**src/hdl/avcwe_pkg.sv**
```systemverilog
`timescale 1ns / 1ps

package avcwe_pkg;

  // drive power sequence
  typedef enum logic [2:0] {
    PH_INIT      = 3'd0,
    PH_RUN       = 3'd1,
    PH_WAIT_ON   = 3'd2,
    PH_WAIT_OPER = 3'd3,
    PH_WAIT_OFF  = 3'd4
  } phase_t;

  // status word matches and switch, decoded at the input register
  typedef struct packed {
    logic sw;
    logic st_ready;
    logic st_on;
    logic st_oper;
  } tick_t;

  // sequencer decision for the tick being finished
  typedef struct packed {
    logic       run_velocity;
    logic       waiting;
    logic [3:0] control_word;
  } seq_out_t;

  localparam logic [7:0] ST_MASK  = 8'hEF;
  localparam logic [7:0] ST_READY = 8'h21;
  localparam logic [7:0] ST_ON    = 8'h23;
  localparam logic [7:0] ST_OPER  = 8'h27;

  localparam logic [3:0] CW_SHUTDOWN  = 4'h6;
  localparam logic [3:0] CW_SWITCH_ON = 4'h7;
  localparam logic [3:0] CW_ENABLE    = 4'hF;

  localparam int VEL_W = 15;
  localparam logic signed [15:0] VEL_MAX = 16'sd16383;
  localparam logic signed [15:0] VEL_MIN = -16'sd16384;

  // products beyond these saturate anyway after the divide by 950
  localparam int CLAMP_W = 26;
  localparam logic signed [CLAMP_W-1:0] PROD_HI = 26'sd15564800;
  localparam logic signed [CLAMP_W-1:0] PROD_LO = -26'sd15565750;
  localparam int MAG_W = 24;

  // floor(m / 950) == (m * RECIP_K) >> RECIP_SHIFT for m < 2**24
  localparam int RECIP_W = 25;
  localparam logic [RECIP_W-1:0] RECIP_K = 25'd18084073;
  localparam int RECIP_SHIFT = 34;

  localparam logic [1:0] CFG_MAX_SPEED      = 2'd0;
  localparam logic [1:0] CFG_STEP_THRESHOLD = 2'd1;
  localparam logic [1:0] CFG_CREEP_LIMIT    = 2'd2;
  localparam logic [1:0] CFG_DEAD_OFFSET    = 2'd3;

  localparam int OUT_W = 24;

endpackage

```
**src/hdl/avcwe_scale.sv**
```systemverilog
`timescale 1ns / 1ps

module avcwe_scale import avcwe_pkg::*; #(
  parameter int SAMPLE_WIDTH = 16
) (
  input  logic                           clk,
  input  logic                           rst_n,
  input  logic                           en,
  input  logic                           in_valid,
  input  tick_t                          in_tick,
  input  logic signed [SAMPLE_WIDTH-1:0] in_sample,
  input  logic [7:0]                     max_speed,
  output logic                           out_valid,
  output tick_t                          out_tick,
  output logic signed [VEL_W-1:0]        out_velocity
);

  localparam int PW = SAMPLE_WIDTH + 9;
  localparam int EW = (PW > CLAMP_W) ? PW : CLAMP_W;

  logic                 s2_valid_r;
  tick_t                s2_tick_r;
  logic signed [PW-1:0] s2_prod_r;
  logic signed [PW-1:0] prod_nxt;

  logic                 s3_valid_r;
  tick_t                s3_tick_r;
  logic                 s3_neg_r;
  logic [VEL_W-1:0]     s3_quot_r;

  logic signed [EW-1:0] prod_ext;
  logic signed [EW-1:0] clamped;
  logic signed [EW-1:0] mag_full;
  logic [MAG_W-1:0]     mag;
  logic [MAG_W+RECIP_W-1:0] recip_prod;
  logic signed [15:0]   quot_s;
  logic signed [15:0]   signed_q;

  assign prod_nxt = in_sample * $signed({1'b0, max_speed});

  always_ff @(posedge clk) begin
    if (!rst_n) begin
      s2_valid_r <= 1'b0;
      s3_valid_r <= 1'b0;
    end else if (en) begin
      s2_valid_r <= in_valid;
      s3_valid_r <= s2_valid_r;
    end
  end

  always_ff @(posedge clk) begin
    if (en) begin
      s2_tick_r <= in_tick;
      s2_prod_r <= prod_nxt;
      s3_tick_r <= s2_tick_r;
      s3_neg_r  <= clamped[EW-1];
      s3_quot_r <= recip_prod[RECIP_SHIFT +: VEL_W];
    end
  end

  // clamp first so the magnitude fits the reciprocal multiply
  always_comb begin
    prod_ext = EW'(s2_prod_r);
    if (prod_ext > EW'(PROD_HI)) begin
      clamped = EW'(PROD_HI);
    end else if (prod_ext < EW'(PROD_LO)) begin
      clamped = EW'(PROD_LO);
    end else begin
      clamped = prod_ext;
    end
    mag_full   = clamped[EW-1] ? -clamped : clamped;
    mag        = mag_full[MAG_W-1:0];
    recip_prod = {{RECIP_W{1'b0}}, mag} * {{MAG_W{1'b0}}, RECIP_K};
  end

  always_comb begin
    quot_s   = $signed({1'b0, s3_quot_r});
    signed_q = s3_neg_r ? -quot_s : quot_s;
    if (signed_q > VEL_MAX) begin
      out_velocity = VEL_MAX[VEL_W-1:0];
    end else if (signed_q < VEL_MIN) begin
      out_velocity = VEL_MIN[VEL_W-1:0];
    end else begin
      out_velocity = signed_q[VEL_W-1:0];
    end
  end

  assign out_valid = s3_valid_r;
  assign out_tick  = s3_tick_r;

endmodule

```
**src/hdl/avcwe_seq.sv**
```systemverilog
`timescale 1ns / 1ps

module avcwe_seq import avcwe_pkg::*; (
  input  logic     clk,
  input  logic     rst_n,
  input  logic     fire,
  input  tick_t    tick,
  output seq_out_t seq
);

  phase_t     phase_r, phase_nxt;
  logic       enabled_r, enabled_nxt;
  logic [3:0] control_r, control_nxt;
  logic       run_body;
  logic       run_velocity;

  always_ff @(posedge clk) begin
    if (!rst_n) begin
      phase_r   <= PH_INIT;
      enabled_r <= 1'b0;
      control_r <= CW_SHUTDOWN;
    end else if (fire) begin
      phase_r   <= phase_nxt;
      enabled_r <= enabled_nxt;
      control_r <= control_nxt;
    end
  end

  always_comb begin
    phase_nxt    = phase_r;
    enabled_nxt  = enabled_r;
    control_nxt  = control_r;
    run_body     = 1'b0;
    run_velocity = 1'b0;

    unique case (phase_r)
      PH_INIT: begin
        if (tick.st_ready) run_body = 1'b1;
      end
      PH_WAIT_ON: begin
        if (tick.st_on) begin
          control_nxt = CW_ENABLE;
          phase_nxt   = PH_WAIT_OPER;
        end
      end
      PH_WAIT_OPER: begin
        if (tick.st_oper) begin
          phase_nxt    = PH_RUN;
          run_velocity = 1'b1;
        end
      end
      PH_WAIT_OFF: begin
        if (tick.st_ready) begin
          phase_nxt    = PH_RUN;
          run_velocity = 1'b1;
        end
      end
      PH_RUN: run_body = 1'b1;
      default: run_body = 1'b1;
    endcase

    // switch edge starts a wait, otherwise the tick produces a velocity
    if (run_body) begin
      phase_nxt = PH_RUN;
      if (tick.sw && !enabled_r) begin
        enabled_nxt = 1'b1;
        control_nxt = CW_SWITCH_ON;
        phase_nxt   = PH_WAIT_ON;
      end else if (!tick.sw && enabled_r) begin
        enabled_nxt = 1'b0;
        control_nxt = CW_SHUTDOWN;
        phase_nxt   = PH_WAIT_OFF;
      end else begin
        run_velocity = 1'b1;
      end
    end

    seq.run_velocity = run_velocity;
    seq.waiting      = (phase_nxt != PH_RUN);
    seq.control_word = control_nxt;
  end

endmodule

```
**src/hdl/avcwe_filter.sv**
```systemverilog
`timescale 1ns / 1ps

module avcwe_filter import avcwe_pkg::*; (
  input  logic                    clk,
  input  logic                    rst_n,
  input  logic                    update,
  input  logic signed [VEL_W-1:0] vel_in,
  input  logic [5:0]              step_threshold,
  input  logic [5:0]              creep_limit,
  input  logic [7:0]              dead_offset,
  output logic signed [VEL_W-1:0] vel_out,
  output logic signed [VEL_W-1:0] last_vel
);

  logic signed [VEL_W-1:0] last_r;
  logic signed [6:0]       creep_r;
  logic signed [6:0]       creep_nxt;

  logic signed [16:0] v;
  logic signed [16:0] last;
  logic signed [16:0] thr;
  logic signed [16:0] dead;
  logic signed [16:0] vf;
  logic signed [16:0] tmp;
  logic signed [7:0]  cc;
  logic signed [7:0]  lim;

  always_ff @(posedge clk) begin
    if (!rst_n) begin
      last_r  <= '0;
      creep_r <= '0;
    end else if (update) begin
      last_r  <= vel_out;
      creep_r <= creep_nxt;
    end
  end

  always_comb begin
    v    = 17'(vel_in);
    last = 17'(last_r);
    thr  = $signed({11'b0, step_threshold});
    dead = $signed({9'b0, dead_offset});
    lim  = $signed({2'b0, creep_limit});
    cc   = 8'(creep_r);
    vf   = v;
    tmp  = '0;

    if (v < last) begin
      if (last - v < thr) begin
        vf = last;
        cc = cc - 8'sd1;
        if (cc < -lim) begin
          // creep one step down, held at the range floor
          vf = (last == 17'(VEL_MIN)) ? last : last - 17'sd1;
          cc = '0;
        end
      end else begin
        cc = '0;
      end
    end else if (v > last) begin
      if (v - last < thr) begin
        vf = last;
        cc = cc + 8'sd1;
        if (cc > lim) begin
          vf = (last == 17'(VEL_MAX)) ? last : last + 17'sd1;
          cc = '0;
        end
      end else begin
        cc = '0;
      end
    end

    // dead offset pulls toward zero without crossing it
    if (vf > 17'sd0) begin
      tmp = vf - dead;
      vf  = (tmp < 17'sd0) ? 17'sd0 : tmp;
    end else if (vf < 17'sd0) begin
      tmp = vf + dead;
      vf  = (tmp > 17'sd0) ? 17'sd0 : tmp;
    end

    vel_out   = vf[VEL_W-1:0];
    creep_nxt = cc[6:0];
  end

  assign last_vel = last_r;

endmodule

```
**src/hdl/analog_velocity_command_with_enable.sv**
```systemverilog
`timescale 1ns / 1ps

// Drive enable sequencer with a scaled, deadband-filtered velocity command.
// Input channel in_*: one control tick per transfer carrying the enable
// switch, the drive status word and an analog sample. Output channel out_*:
// exactly one result per tick with the control word, the target velocity and
// a waiting flag that is high while a status word match is still expected.
// The result passes through four registers: input register, sample times
// max_speed product register, reciprocal divide-by-950 register, then the
// sequencer and filter feeding the result register. Throughput is one tick
// per cycle; the whole pipeline moves together whenever the result register
// is empty or is being taken. When the receiver stalls, in_tready drops in
// the same cycle and every stage holds its item; nothing is dropped or
// repeated.
// Reset (rst_n low, synchronous) empties the pipeline, puts the sequencer in
// the initial wait for a ready status with control word 6, clears the filter
// state and loads the default register values.
// The user must write registers through cfg_we/cfg_addr/cfg_wdata only while
// no tick is in flight; the block itself does not enforce this.
module analog_velocity_command_with_enable import avcwe_pkg::*; #(
  parameter int SAMPLE_WIDTH = 16
) (
  input  logic                clk,
  input  logic                rst_n,
  input  logic                in_tvalid,
  output logic                in_tready,
  // enable_switch, status_word[15:0], analog_sample, zero fill
  input  logic [((17 + SAMPLE_WIDTH + 7) / 8) * 8 - 1:0] in_tdata,
  output logic                out_tvalid,
  input  logic                out_tready,
  // control_word[3:0], target_velocity[14:0], waiting, zero fill
  output logic [OUT_W-1:0]    out_tdata,
  input  logic                cfg_we,
  input  logic [1:0]          cfg_addr,
  input  logic [7:0]          cfg_wdata
);

  logic [7:0] max_speed_r;
  logic [5:0] step_threshold_r;
  logic [5:0] creep_limit_r;
  logic [7:0] dead_offset_r;

  logic                           adv;
  logic                           s1_valid_r;
  tick_t                          s1_tick_r;
  logic signed [SAMPLE_WIDTH-1:0] s1_sample_r;
  tick_t                          in_tick;
  logic [7:0]                     st_masked;

  logic                    sc_valid;
  tick_t                   sc_tick;
  logic signed [VEL_W-1:0] sc_velocity;

  seq_out_t                seq;
  logic                    fire;
  logic signed [VEL_W-1:0] filt_vel;
  logic signed [VEL_W-1:0] last_vel;

  logic                    out_valid_r;
  logic [3:0]              out_cw_r;
  logic [VEL_W-1:0]        out_vel_r;
  logic                    out_wait_r;

  always_ff @(posedge clk) begin
    if (!rst_n) begin
      max_speed_r      <= 8'd200;
      step_threshold_r <= 6'd5;
      creep_limit_r    <= 6'd20;
      dead_offset_r    <= 8'd10;
    end else if (cfg_we) begin
      unique case (cfg_addr)
        CFG_MAX_SPEED:      max_speed_r      <= cfg_wdata;
        CFG_STEP_THRESHOLD: step_threshold_r <= cfg_wdata[5:0];
        CFG_CREEP_LIMIT:    creep_limit_r    <= cfg_wdata[5:0];
        CFG_DEAD_OFFSET:    dead_offset_r    <= cfg_wdata;
        default: ;
      endcase
    end
  end

  assign adv       = !out_valid_r || out_tready;
  assign in_tready = adv;

  assign st_masked = in_tdata[8:1] & ST_MASK;

  always_comb begin
    in_tick.sw       = in_tdata[0];
    in_tick.st_ready = (st_masked == ST_READY);
    in_tick.st_on    = (st_masked == ST_ON);
    in_tick.st_oper  = (st_masked == ST_OPER);
  end

  always_ff @(posedge clk) begin
    if (!rst_n) begin
      s1_valid_r <= 1'b0;
    end else if (adv) begin
      s1_valid_r <= in_tvalid;
    end
  end

  always_ff @(posedge clk) begin
    if (adv) begin
      s1_tick_r   <= in_tick;
      s1_sample_r <= in_tdata[17 +: SAMPLE_WIDTH];
    end
  end

  avcwe_scale #(
    .SAMPLE_WIDTH (SAMPLE_WIDTH)
  ) u_scale (
    .clk          (clk),
    .rst_n        (rst_n),
    .en           (adv),
    .in_valid     (s1_valid_r),
    .in_tick      (s1_tick_r),
    .in_sample    (s1_sample_r),
    .max_speed    (max_speed_r),
    .out_valid    (sc_valid),
    .out_tick     (sc_tick),
    .out_velocity (sc_velocity)
  );

  assign fire = adv && sc_valid;

  avcwe_seq u_seq (
    .clk   (clk),
    .rst_n (rst_n),
    .fire  (fire),
    .tick  (sc_tick),
    .seq   (seq)
  );

  avcwe_filter u_filter (
    .clk            (clk),
    .rst_n          (rst_n),
    .update         (fire && seq.run_velocity),
    .vel_in         (sc_velocity),
    .step_threshold (step_threshold_r),
    .creep_limit    (creep_limit_r),
    .dead_offset    (dead_offset_r),
    .vel_out        (filt_vel),
    .last_vel       (last_vel)
  );

  always_ff @(posedge clk) begin
    if (!rst_n) begin
      out_valid_r <= 1'b0;
    end else if (adv) begin
      out_valid_r <= sc_valid;
    end
  end

  // waiting ticks repeat the last filtered velocity
  always_ff @(posedge clk) begin
    if (fire) begin
      out_cw_r   <= seq.control_word;
      out_vel_r  <= seq.run_velocity ? filt_vel : last_vel;
      out_wait_r <= seq.waiting;
    end
  end

  assign out_tvalid = out_valid_r;
  assign out_tdata  = {{(OUT_W - 20){1'b0}}, out_wait_r, out_vel_r, out_cw_r};

`ifndef NO_ASSERTIONS
  // outside a wait the drive is either shut down or fully enabled
  a_settled_cw: assert property (@(posedge clk) disable iff (!rst_n)
    out_tvalid && !out_tdata[19] |-> out_tdata[3:0] == CW_SHUTDOWN ||
                                     out_tdata[3:0] == CW_ENABLE)
    else $error("settled result with switch-on control word");

  // an accepted tick is held in the input register on the next edge
  a_in_capture: assert property (@(posedge clk) disable iff (!rst_n)
    in_tvalid && in_tready |=> s1_valid_r)
    else $error("accepted tick lost at input register");

  // an empty result register never stalls the input side
  a_no_idle_stall: assert property (@(posedge clk) disable iff (!rst_n)
    !out_tvalid |-> in_tready)
    else $error("input stalled while result register empty");
`endif

endmodule

```
**config.mk**
```make
export PLATFORM = sky130hd
export DESIGN_NAME = analog_velocity_command_with_enable
export DESIGN_NICKNAME = d
export VERILOG_FILES = /design/src/hdl/avcwe_pkg.sv /design/src/hdl/avcwe_scale.sv /design/src/hdl/avcwe_seq.sv /design/src/hdl/avcwe_filter.sv /design/src/hdl/analog_velocity_command_with_enable.sv
export SDC_FILE = /design/constraint.sdc
export NUM_CORES = 1
export LEC_CHECK = 0
export ABC_AREA = 1
export BUFFER_PORTS_ARGS = -buffer_cell sky130_fd_sc_hd__buf_4
export CORE_ASPECT_RATIO = 0.5
export CORE_MARGIN = 2
export CORE_UTILIZATION = 70
export DETAILED_ROUTE_END_ITERATION = 10
export PLACE_DENSITY = 0.87
export SLEW_MARGIN = 0
export SYNTH_ARGS = -nofsm -noshare
export SYNTH_HDL_FRONTEND = slang
export SYNTH_SLANG_ARGS = --single-unit
```
**constraint.sdc**
```tcl
create_clock -name clk -period 14.2 [get_ports clk]
set_input_delay 2.84 -clock clk [delete_from_list [all_inputs] [get_ports clk]]
set_output_delay 2.84 -clock clk [all_outputs]
set_load 0.005 [all_outputs]
```
==> results.cfg, run 1 <==
[outcome]
status = finished clean

[route]
routed.top_layer = met4
drt-wirelength-per-cell_um = 18.2
via_per_inst = 5.79
drc = 0
route.met3.wl_um = 5670
drtAntennaViolNets = 0
via_count = 23300
drtIter0Drc = 1998
drt-total-wl_um = 73200
met2WireLength_um = 34500
firstDrtPassIters = 7
wl_met1_um = 29300

[setup_path]
cp_slowest_cell = fa_1
slowest_delay_ps = 560
arrival_ps = 11790
crit_path_end_kind = register
cp_common_cell = nand2_1
r2r_cells = 43
required_ps = 14410
crit_fanout = 17
path_class = register to register
start_kind = register
crit_start = u_scale.s2_prod_r[2]
rr_startpoint = u_scale.s2_prod_r[2]

[floorplanning]
fp.coreArea_um2 = 37500
die_w_um = 280
io_pins = 81
die_h_um = 142
start_util = 0.711
num_rows = 50
die_area_um2 = 39700

[worst_hold_path]
worstHoldPathType = register to register
hold_path_startpoint = u_scale.s2_tick_r[1]
worstHoldPathCells = 0

[timing]
hold_ws_ps = 430
clock_skew_ps = 23.0
max_slew.worst_pin.slew_ps = 1130
tns_ps = 0
min_period_over_period = 0.816
relSlewSlack = 0.245
max_freq_mhz = 86.3
finalHoldViolations = 0
setup_viol = 0
slew_violations = 0
min_period_ps = 11590
rsz0062_at_grt = no

[clock_tree]
clk_latency_ps = 470
cts-resized-gates = 0
cts_sinks = 151
postCtsHoldBufs = 0
postCtsSetupBuffers = 0
cts_buffers = 17
cts-root-buf = clkbuf_16
htreeDepth = 4
cts_tree = built
clock_path_buffers = 2
clk_pin_slew_worst_paths_ps = 80

[global_route]
overflow = 0
grt_pass1_wl_um = 117000
antenna_found_initial = 0
grtUsageTotal = 0.378
grt_max_degree = 56
grt_pass1_vias = 23800

[synthesis]
ys_ff_latch = 151
ys.flop_type = edfxtp_1
synth_edf_count = 89
yosysUniqueCellTypes = 66
synthCells = 3498
async_flop_share = 0
synth.cell_area_um2 = 26600
seq_area_frac_synth = 0.147
postSynthAreaPerCell_um2 = 7.61
synth_warnings = 0

[placement]
dpl.hpwl_um = 59700
portBuffers = 60
gp_congestion = 0.968

[final_layout]
syn2layout_area_growth_pct = 5.64
n_antenna_cell = 0
final_nets = 4249
final_layout_size_suffix_gt1_frac = 0.0529
final_common_cell = inv_1
layout_common_cells = 814 x inv_1, 712 x nand2_1, 378 x ha_1

[flow_run]
maxCapViolCount = 0
[cell usage after synthesis (7+ instances only)]
library cell / instances / area, µm²
inv_1: 815 / 3060
nand2_1: 712 / 2670
ha_1: 378 / 4730
fa_1: 296 / 5930
nor2_1: 214 / 803
a21oi_1: 184 / 921
o21ai_0: 145 / 726
nand3_1: 133 / 666
xor2_1: 95 / 832
edfxtp_1: 89 / 2670
dfxtp_1: 62 / 1240
clkbuf_1: 52 / 195
nor3_1: 47 / 235
nand4_1: 40 / 250
nand2_2: 19 / 119
xnor2_1: 19 / 166
a31oi_1: 16 / 100
or2_2: 13 / 81.3
inv_2: 12 / 45.0
nor4_1: 12 / 75.1
o211ai_1: 11 / 82.6
o21bai_1: 10 / 75.1
o31ai_1: 10 / 75.1
buf_2: 9 / 45.0
buf_4: 8 / 60.1
o21a_1: 8 / 60.1
clkbuf_2: 7 / 35.0
[metrics by stage]
step / cell area, µm² / worst slack, ps / cells / util
floorplan: 26600 / 4930 / 3501 / -
global placement: 27500 / 2990 / 3995 / 0.734
detailed placement: 27500 / 2940 / 3995 / 0.734
CTS: 28100 / 2790 / 4027 / 0.751
global route: 28100 / 1840 / 4027 / 0.751
finish: 28100 / 2610 / 4027 / 0.751
[worst max-delay path: cells and delay by family, from the launching register on]
| kind | cells | cell delay, ps |
|---|---|---|
| compound gates | 8 | 1720 |
| xor+xnor | 2 | 490 |
| fa+ha+maj | 9 | 4330 |
| buf+inv | 6 | 1120 |
| flops | 1 | 460 |
| simple gates | 18 | 3170 |
[cell type report]
| type | instances | area (µm²) |
|---|---|---|
| Sequential cell | 151 | 3910 |
| Clock inverter | 15 | 201 |
| Fill cell | 2718 | 9340 |
| Multi-Input combinational cell | 2436 | 19200 |
| Tap cell | 494 | 618 |
| Timing Repair Buffer | 80 | 601 |
| Inverter | 834 | 3130 |
| Clock buffer | 17 | 425 |
[layer usage]
metal / vias to the layer above / GRT usage
met5: - / 0
met4: 0 / 0.196
met3: 276 / 0.0695
met2: 1065 / 0.643
met1: 11000 / 0.463
li1: 10900 / -
[path summary, 6_finish.rpt]
kind | endpoint | slack (ps)
max | u_scale.s3_quot_r[8] | 2610
min | u_scale.out_tick[1] | 430
max reg2reg | u_scale.s3_quot_r[8] | 2610
min reg2reg | u_scale.out_tick[1] | 430
[logic make-up (layout without fill, tap and decap cells)]
group,count (synthesis),in the layout,share of synthesized area
AND/OR/NAND/NOR,1221,1221,0.194
buffers and inverters,914,946,0.131
adder cells (fa/ha/maj),674,674,0.400
AO/OA/AOI/OAI,422,422,0.0891
flip-flops,151,151,0.147
XOR/XNOR,115,115,0.0385
other,1,4,0.000141
[registers in the layout, indices dropped and copies added, names as in the netlist, 3 cells and up]
signal and count:
s1_sample_r 16, s1_tick_r 4, max_speed_r 8, u_seq.control_r 4
u_scale.s2_tick_r 4, out_cw_r 4, u_filter.creep_r 7, step_threshold_r 6
u_scale.s3_quot_r 15, dead_offset_r 8, out_vel_r 15, u_scale.out_tick 4
creep_limit_r 6, u_seq.phase_r 3, u_filter.last_vel 15, u_scale.s2_prod_r 25
Power of run 1 is not shown: default switching activity piles up to over one toggle a cycle in this logic, so the estimate is an artifact.
==> run 2, diff against run 1 <==
- CORE_UTILIZATION: 70 -> 59
- PLACE_DENSITY: 0.87 -> 0.78
- clock period: 14.2 -> 9.9 ns (I/O delays scaled with it)
==> results.cfg, run 2 (same netlist as run 1, synthesis figures left out) <==
[final_layout]
final_common_cell = inv_1
n_antenna_cell = 0
top_register = u_scale.s2_prod_r
nFillCells = 3807
syn2layout_area_growth_pct = 7.51
layout_common_cells = 810 x inv_1, 710 x nand2_1, 376 x ha_1
largest_registers = u_scale.s2_prod_r (25), s1_sample_r (16)
final_area_um2 = 28600
final_layout_size_suffix_gt1_frac = 0.0714
final_nets = 4289
largest_reg_flops = 25

[timing]
setup_viol = 0
max_slew.worst_pin.slew_ps = 1120
relSlewSlack = 0.247
clock_skew_ps = 17.5
finalHoldViolations = 0
max_freq_mhz = 105
min_period_ps = 9510
slew_violations = 0
rsz0062_at_grt = yes
min_period_over_period = 0.960

[floorplanning]
die_w_um = 304
die_area_um2 = 47000
start_util = 0.605
io_pins = 81
fp.coreArea_um2 = 44100
num_rows = 54
die_h_um = 154

[setup_path]
crit_fanout = 5
crit_path_end_kind = register
arrival_ps = 9700
critPathTopFamily = adder cells
required_ps = 10100
crit_buf_inv = 7
path_class = register to register
slowest_delay_ps = 560
cp_common_cell = fa_1
cp_slowest_cell = fa_1
start_kind = register

[clock_tree]
clock_path_buffers = 2
clk_latency_ps = 450
cts_buffers = 17
clk_pin_slew_worst_paths_ps = 70
cts_sinks = 151
cts_tree = built
htreeDepth = 4
postCtsHoldBufs = 0
cts-root-buf = clkbuf_16

[worst_hold_path]
worstHoldPathType = register to register

[flow_run]
maxCapViolCount = 0

[route]
drc = 0
drt-total-wl_um = 68700
firstDrtPassIters = 7
drtIter0Drc = 1730
drt-wirelength-per-cell_um = 16.5
via_count = 22600
via_per_inst = 5.44
drtAntennaViolNets = 0

[global_route]
overflow = 0
antenna_found_initial = 0
grtUsageTotal = 0.297
grt_max_degree = 72
grt_pass1_wl_um = 112000
grt_pass1_vias = 22200

[outcome]
status = finished clean

[placement]
gp_congestion = 0.998
portBuffers = 60
placed_area_um2 = 27900
dpl.hpwl_um = 58400
[run 2: final cells by class]
class / instances / area, µm² / area share
multi-input cells: 2436 / 19400 / 0.677
repair buffers: 120 / 901 / 0.0315
well taps: 588 / 736 / 0.0257
clock inverters: 12 / 108 / 0.00376
flip-flops and latches: 151 / 3910 / 0.137
clock buffers: 20 / 447 / 0.0156
inverters: 834 / 3140 / 0.110
[run 2: final timing paths]
check	from	to	slack, ps	depth (start not counted)
setup / recovery	u_scale.s2_prod_r[5]	u_scale.s3_quot_r[11]	390	42
hold / removal	s1_tick_r[1]	u_scale.s2_tick_r[1]	410	0
setup reg to reg	u_scale.s2_prod_r[5]	u_scale.s3_quot_r[11]	390	42
hold reg to reg	s1_tick_r[1]	u_scale.s2_tick_r[1]	410	0
[run 2: routing by layer]
layer,GRT usage,routed length (µm),share of wire
met1,0.414,31100,0.45
met2,0.495,31900,0.46
met3,0.0437,4450,0.065
met4,0.0665,1290,0.019
met5,0,0,0
[run 2: through the flow]
| step | utilization | hold slack (ps) | setup slack (ps) | std cells | setup TNS, ps |
|---|---|---|---|---|---|
| after floorplan | - | 400 | 634 | 3501 | 0 |
| after global placement | 0.633 | 401 | 134 | 4125 | 0 |
| after detailed placement | 0.633 | 406 | 54.1 | 4125 | 0 |
| after CTS | 0.646 | 416 | 3.96 | 4157 | 0 |
| after global routing | 0.650 | 417 | -130 | 4161 | -268 |
| final | 0.650 | 410 | 395 | 4161 | 0 |
[run 2: timing repair]
| item | 4_1_cts | 5_1_grt |
|---|---|---|
| resized for setup | 1 | 35 |
| setup buffers | 0 | 4 |
| pin swaps | 0 | 7 |
| gates cloned | 0 | 0 |
| setup endpoints to repair | 1 | 23 |
Power of run 2 is left out for the same reason.
